$ cat config.mk
export PLATFORM = sky130hd
export DESIGN_NAME = wic_ctrl
export DESIGN_NICKNAME = d
export VERILOG_FILES = /design/src/rtl/wic_pkg.sv /design/src/rtl/wic_ctrl.sv
export SDC_FILE = /design/constraint.sdc
export NUM_CORES = 1
export LEC_CHECK = 0
export BUFFER_PORTS_ARGS = -buffer_cell sky130_fd_sc_hd__buf_2
export CAP_MARGIN = 20
export CORE_AREA = 5 5 42 44
export CTS_BUF_LIST = sky130_fd_sc_hd__clkbuf_16
export CTS_CLUSTER_SIZE = 28
export DETAILED_ROUTE_END_ITERATION = 12
export DIE_AREA = 0 0 47 49
export PLACE_DENSITY = 0.45
export SLEW_MARGIN = 15
export SYNTH_ARGS = -nofsm -noshare
export SYNTH_HDL_FRONTEND = slang
export SYNTH_SLANG_ARGS = --single-unit
export TNS_END_PERCENT = 1
$ cat constraint.sdc
create_clock -name clk -period 2.35 [get_ports clk]
set_clock_uncertainty 0.15 [all_clocks]
set_input_delay 0.235 -clock clk [delete_from_list [all_inputs] [get_ports clk]]
set_output_delay 0.235 -clock clk [all_outputs]
set_load 0.1 [all_outputs]
$ cat src/rtl/wic_pkg.sv
// ----------------------------------------------------------------------------
// wic_pkg: shared types and constants of the interval cover engine
// Widths of points, tree nodes and costs, interface sizes, and the
// command and status words between the controller and the datapath.
// ----------------------------------------------------------------------------
package wic_pkg;

	// Point and tree geometry.
	localparam int PT_W      = 19;
	localparam int LEAVES    = 1 << PT_W;
	localparam int NODE_W    = PT_W + 1;
	localparam int NODES     = 1 << NODE_W;
	localparam int IDX_W     = NODE_W + 1;
	localparam int INIT_NODE = LEAVES + 1;

	// Cost arithmetic.
	localparam int COST_W    = 48;
	localparam int IN_COST_W = 32;
	localparam logic [COST_W-1:0] UNREACH = {COST_W{1'b1}};

	// Stream word sizes.
	localparam int S_TDATA_W = 72;
	localparam int M_TDATA_W = 96;
	localparam int M_TUSER_W = 2;

	// Register port.
	localparam int PADDR_W = 3;
	localparam int PDATA_W = 32;
	localparam logic REG_TARGET = 1'b0;
	localparam logic [PT_W-1:0] TARGET_RST = 19'd298298;

	// Commands from the controller to the datapath.
	typedef struct packed {
		logic clear;
		logic load;
		logic query;
		logic sum;
		logic update;
		logic tread;
		logic tcap;
	} wic_cmd_t;

	// Status from the datapath to the controller.
	typedef struct packed {
		logic clear_last;
		logic query_done;
		logic update_done;
	} wic_sts_t;

	function automatic logic [COST_W-1:0] cost_min(input logic [COST_W-1:0] a,
			input logic [COST_W-1:0] b);
		return (a < b) ? a : b;
	endfunction

endpackage

$ cat src/rtl/wic_ctrl.sv
// ----------------------------------------------------------------------------
// wic_ctrl: sequencer of the interval cover engine
// Steps one word through the clearing pass, range query, sum, path
// update, target read and output hand-off.
// ----------------------------------------------------------------------------
module wic_ctrl (
	input  logic              clk,
	input  logic              arst_n,
	input  logic              s_tvalid,
	input  logic              out_free,
	input  wic_pkg::wic_sts_t sts,
	output wic_pkg::wic_cmd_t cmd,
	output logic              s_tready,
	output logic              out_load
);
	import wic_pkg::*;

	localparam logic [2:0] ST_CLEAR = 3'd0;
	localparam logic [2:0] ST_IDLE  = 3'd1;
	localparam logic [2:0] ST_QRY   = 3'd2;
	localparam logic [2:0] ST_SUM   = 3'd3;
	localparam logic [2:0] ST_UPD   = 3'd4;
	localparam logic [2:0] ST_TGT   = 3'd5;
	localparam logic [2:0] ST_TRES  = 3'd6;
	localparam logic [2:0] ST_DONE  = 3'd7;

	logic [2:0] state_q;
	logic [2:0] state_nxt;

	// Next state and command decode.
	always_comb begin
		state_nxt = state_q;
		cmd       = '0;
		s_tready  = 1'b0;
		out_load  = 1'b0;
		unique case (state_q)
			ST_CLEAR: begin
				cmd.clear = 1'b1;
				if (sts.clear_last) begin
					state_nxt = ST_IDLE;
				end
			end
			ST_IDLE: begin
				s_tready = 1'b1;
				if (s_tvalid) begin
					cmd.load  = 1'b1;
					state_nxt = ST_QRY;
				end
			end
			ST_QRY: begin
				cmd.query = 1'b1;
				if (sts.query_done) begin
					state_nxt = ST_SUM;
				end
			end
			ST_SUM: begin
				cmd.sum   = 1'b1;
				state_nxt = ST_UPD;
			end
			ST_UPD: begin
				cmd.update = 1'b1;
				if (sts.update_done) begin
					state_nxt = ST_TGT;
				end
			end
			ST_TGT: begin
				cmd.tread = 1'b1;
				state_nxt = ST_TRES;
			end
			ST_TRES: begin
				cmd.tcap  = 1'b1;
				state_nxt = ST_DONE;
			end
			ST_DONE: begin
				if (out_free) begin
					out_load  = 1'b1;
					state_nxt = ST_IDLE;
				end
			end
			default: begin
				state_nxt = ST_CLEAR;
			end
		endcase
	end

	// State register; reset starts the clearing pass.
	always_ff @(posedge clk or negedge arst_n) begin
		if (!arst_n) begin
			state_q <= ST_CLEAR;
		end else begin
			state_q <= state_nxt;
		end
	end

endmodule

After elaboration in Yosys (flattened, before gate mapping)
Cells that the tools add are included.
{"block": "classes", "addsub": 0, "n_mul": 0, "div": 0, "magnitude_cmp": 0, "n_eq_ne": 12, "shift": 0, "n_mux": 17, "n_bitwise": 0, "n_reduce_logical": 2}
{"operator": "$pmux W3 S8", "count": 1}
{"operator": "$mux W3", "count": 5}
{"operator": "$eq A3 B3 Y1 const B", "count": 4}
{"operator": "$mux W1", "count": 11}
{"operator": "$ne A2 B2 Y1 const B", "count": 5}
{"operator": "$eq A3 B2 Y1 const B", "count": 2}
{"operator": "$reduce_and A5 Y1", "count": 1}
{"operator": "$eq A3 B1 Y1 const B", "count": 1}
{"operator": "$logic_not A3 Y1", "count": 1}
{"block": "totals", "register_bits": 3, "latchBits": 0, "ram_bits": 0, "mem_bits_ro": 0, "inputBits": 7, "output_inout_bits": 9, "word_cells": 32, "memories": 0}

Longest topological paths before layout
{"block": "logic_depth", "word_depth": 3, "mapped_depth": 4, "ltp_nobuf": 3}

Worst setup path before layout
Ideal clock, no wire load.
{"block": "synth_timing", "path_type": "flip-flop to output port", "startpoint": "register state_q[2]", "endpoint": "output cmd[4] (netlist bit)", "arrival_ns": 2.765, "required_ns": 1.965, "setup_slack_ns": -0.800, "stages_incl_launch_ff": 3, "path_buffers": 1, "path_cell_list": "dfrtp_1 > buf_4 > nor3b_1"}
{"item": "start: declaration", "line": "wic_ctrl.sv:27", "text": "logic [2:0] state_q;"}
{"item": "start signal: assignment", "line": "wic_ctrl.sv:91", "text": "state_q <= state_nxt;"}
{"item": "end: declaration", "line": "wic_ctrl.sv:12", "text": "output wic_pkg::wic_cmd_t cmd,"}

==> qor.log <==
[layout] flip-flop count of the largest register, all copies and words added 3
[floorplanning] die height 49 um
[sta] max-slew violation count 0
[sta] setup repair after global routing missed its margin no
[placement] routability-driven placement congestion ratio 0.611
[critical_path] number of buffer and inverter instances along the worst setup path 1
[route] routed length per instance 9.95 um
[synth] xor/xnor cell area share of the yosys netlist 0
[route] Total Routed Length 607 um
[floorplanning] die area 0.00230 sq mm
[critical_path] cell breakdown of the critical path nor3b_2, and2_1, buf_2
[layout] number of diodes added for antenna fixing 0
[synth] post-synth design cell area 241 sq um
[floorplanning] number of I/O pins 16
[synth] post-synthesis adder-cell area fraction 0
[layout] layout cell share with drive strength beyond 1 0.467
[sta] final hold vios 0
[layout] top library cells by usage in the layout, fill and taps aside sky130_fd_sc_hd__buf_2, sky130_fd_sc_hd__nor2_1, sky130_fd_sc_hd__clkbuf_16, sky130_fd_sc_hd__dfrtp_1
[clocking] Worst-path clk slew 0.03 ns
[sta] headroom to the max-slew limit 0.678
[sta] Fmax achieved 518 MHz
[floorplanning] overall die width 47 um
[critical_path] Critical-path top delay cell sky130_fd_sc_hd__dfrtp_1
[clocking] total clock buffers created by CTS 3
[placement] HPWL after detailed placement 449 um
[hold_path] worst min-delay path startpoint sts[1]
[synth] sequential area share after synthesis 0.311
[layout] register name with the most flops state_q
[route] total iterations of the first detailed-routing run 3
[sta] Slew @ Worst Pin 0.487 ns
[placement] pre-CTS setup slack 0.646 ns
[layout] number of inserted filler cells in the final layout 162
[sta] endpoints failing setup 0
[clocking] root cell of the clock tree sky130_fd_sc_hd__clkbuf_16
[route] Via-to-Cell Ratio 4.02
[sta] Final Critical Period 1.93 ns
[synth] average cell area after synthesis 8.62 sq um
[synth] number of library cell types mapped by synthesis 21
[critical_path] Worst Path Max Fanout 13
[critical_path] path type of the worst setup path reg -> out
[critical_path] CP Data Required Time 1.97 ns
[synth] synthesis warning total 0
[layout] number of nets in the final layout 53
[synth] main combinational cell family by area after synthesis simple AND/OR/NAND/NOR gates
[sta] share of the cycle needed by the critical path after routing 0.821
[placement] quantity of I/O buffers inserted on ports 15
[critical_path] launching element type of the critical path register
[layout] leading registers by flop count state_q: 3 flops
[critical_path] Arrival @ worst endpoint 1.54 ns
[route] DRC viols 0
[grt] wire length of the first global-routing pass 1010 um
[layout] most common cell after layout, fill and taps aside sky130_fd_sc_hd__buf_2
[synth] multiplexer area fraction after synthesis 0.0881
[grt] number of antenna violations at the first check in global routing 0
[placement] placed cell areas 318 sq um
[clocking] buffers inserted by post-CTS timing repair 0
[floorplanning] floorplan row count 14
[layout] area of all placed cells without fillers 407 sq um
[clocking] CTS tree yes
[grt] via count of the first global-routing pass 249
[grt] overall global routing resource usage 0.0592
[clocking] Clk Latency, worst-skew pair 0.22 ns
[critical_path] endpoint class of the critical path output port
[critical_path] Crit path largest cell delay 0.51 ns
[synth] Gate Count Post-Synth 28
[synth] net count after synthesis 35
[critical_path] timing startpoint of the critical path state_q[2]
[route] remaining antenna violation count 0
[layout] layout overhead on the synthesized area 68.4%
[grt] pin count of the biggest net entering global routing 14
[clocking] number of H-tree levels 1
[layout] fin util 0.290
[clocking] clock sink count 3
[synth] post-synthesis sequential element count 3
[status] outcome completed
[floorplanning] Core ar. 0.00140 sq mm
[job] Max-cap violations 0
[hold_path] worst min path class in -> reg
[clocking] quantity of gates resized following cts 0
[critical_path] R2R Path Start state_q[2]
[route] initial drt markers 3
[route] routed via count 245
[synth] Compound-Gate Fraction of Synth Area 0.130
[grt] grt ovf 0
[synth] simple-gate share of the synthesized area 0.358
[critical_path] cell type group with the largest total delay on the critical path flip-flops
[clocking] number of buffers inserted for hold repair after clock tree synthesis 1
[sta] PnR worst setup slack 0.421 ns
[clocking] maximum number of buffers from clock root to sink 2
[floorplanning] initial core utilization 0.172
cells by family (layout without fill, tap and decap cells):
kind of cell,Yosys count,count (layout)
AND/OR/NAND/NOR,14,14
multiplexers,2,2
flip-flops,3,3
AO/OA/AOI/OAI,5,5
buffers and inverters,4,21
cell type report:
class / instances / area [sq um] / share of cell area
clock buffers: 3 / 75.1 / 0.185
inverters: 1 / 3.75 / 0.00923
flip-flops and latches: 3 / 75.1 / 0.185
multi-input cells: 21 / 144 / 0.354
well taps: 16 / 20.0 / 0.0492
clock inverters: 1 / 3.75 / 0.00923
repair buffers: 16 / 85.1 / 0.209
path summary, 6_finish.rpt:
path	endpoint	slack [ns]	cells past startpoint
worst max-delay path	cmd[5]	0.42	3
worst min-delay path	state_q[0]	0.16	3
worst max register to register	state_q[0]	0.94	3
worst min register to register	state_q[0]	0.50	1
max in group asynchronous	state_q[0]	1.74	2
min in group asynchronous	state_q[1]	0.20	2
metrics by stage:
step | hold slack (ns) | instances | TNS [ns]
finish | 0.158 | 61 | 0
floorplan | -0.211 | 28 | -1.28
global placement | -0.116 | 56 | 0
detailed placement | -0.115 | 56 | 0
global route | 0.201 | 61 | 0
CTS | 0.173 | 61 | 0
metal layers:
layer / share of wire / track usage
met1: 0.43 / 0.0661
met2: 0.47 / 0.0928
met3: 0.096 / 0.0369
met4: 0 / 0.0138
met5: 0 / 0
synthesized netlist by cell type:
master	instances	area, sq um
sky130_fd_sc_hd__a22oi_1	1	7.51
sky130_fd_sc_hd__buf_6	1	11.3
sky130_fd_sc_hd__nand2b_1	1	6.26
sky130_fd_sc_hd__nor3_1	1	5.00
sky130_fd_sc_hd__and2_1	2	12.5
sky130_fd_sc_hd__a31oi_1	1	6.26
sky130_fd_sc_hd__dfrtp_1	3	75.1
sky130_fd_sc_hd__nor3b_1	1	7.51
sky130_fd_sc_hd__mux2_1	1	11.3
sky130_fd_sc_hd__nor2_2	1	6.26
sky130_fd_sc_hd__nor2_1	3	11.3
sky130_fd_sc_hd__and3b_1	2	17.5
sky130_fd_sc_hd__a21oi_1	1	5.00
sky130_fd_sc_hd__buf_4	1	7.51
sky130_fd_sc_hd__inv_1	1	3.75
sky130_fd_sc_hd__o21ai_1	1	5.00
sky130_fd_sc_hd__buf_2	1	5.00
sky130_fd_sc_hd__mux2i_1	1	10.0
sky130_fd_sc_hd__nand2_1	2	7.51
sky130_fd_sc_hd__nor3b_2	1	12.5
sky130_fd_sc_hd__o21bai_1	1	7.51
worst reg2reg max path: cells and delay by family, from the launching register on:
kind / cells / cell delay, ns
AO/OA/AOI/OAI: 1 / 0.08
multiplexers: 2 / 0.49
flip-flops: 1 / 0.57
Power is not shown: default switching activity piles up to over one toggle a cycle in this logic, so the estimate is an artifact.
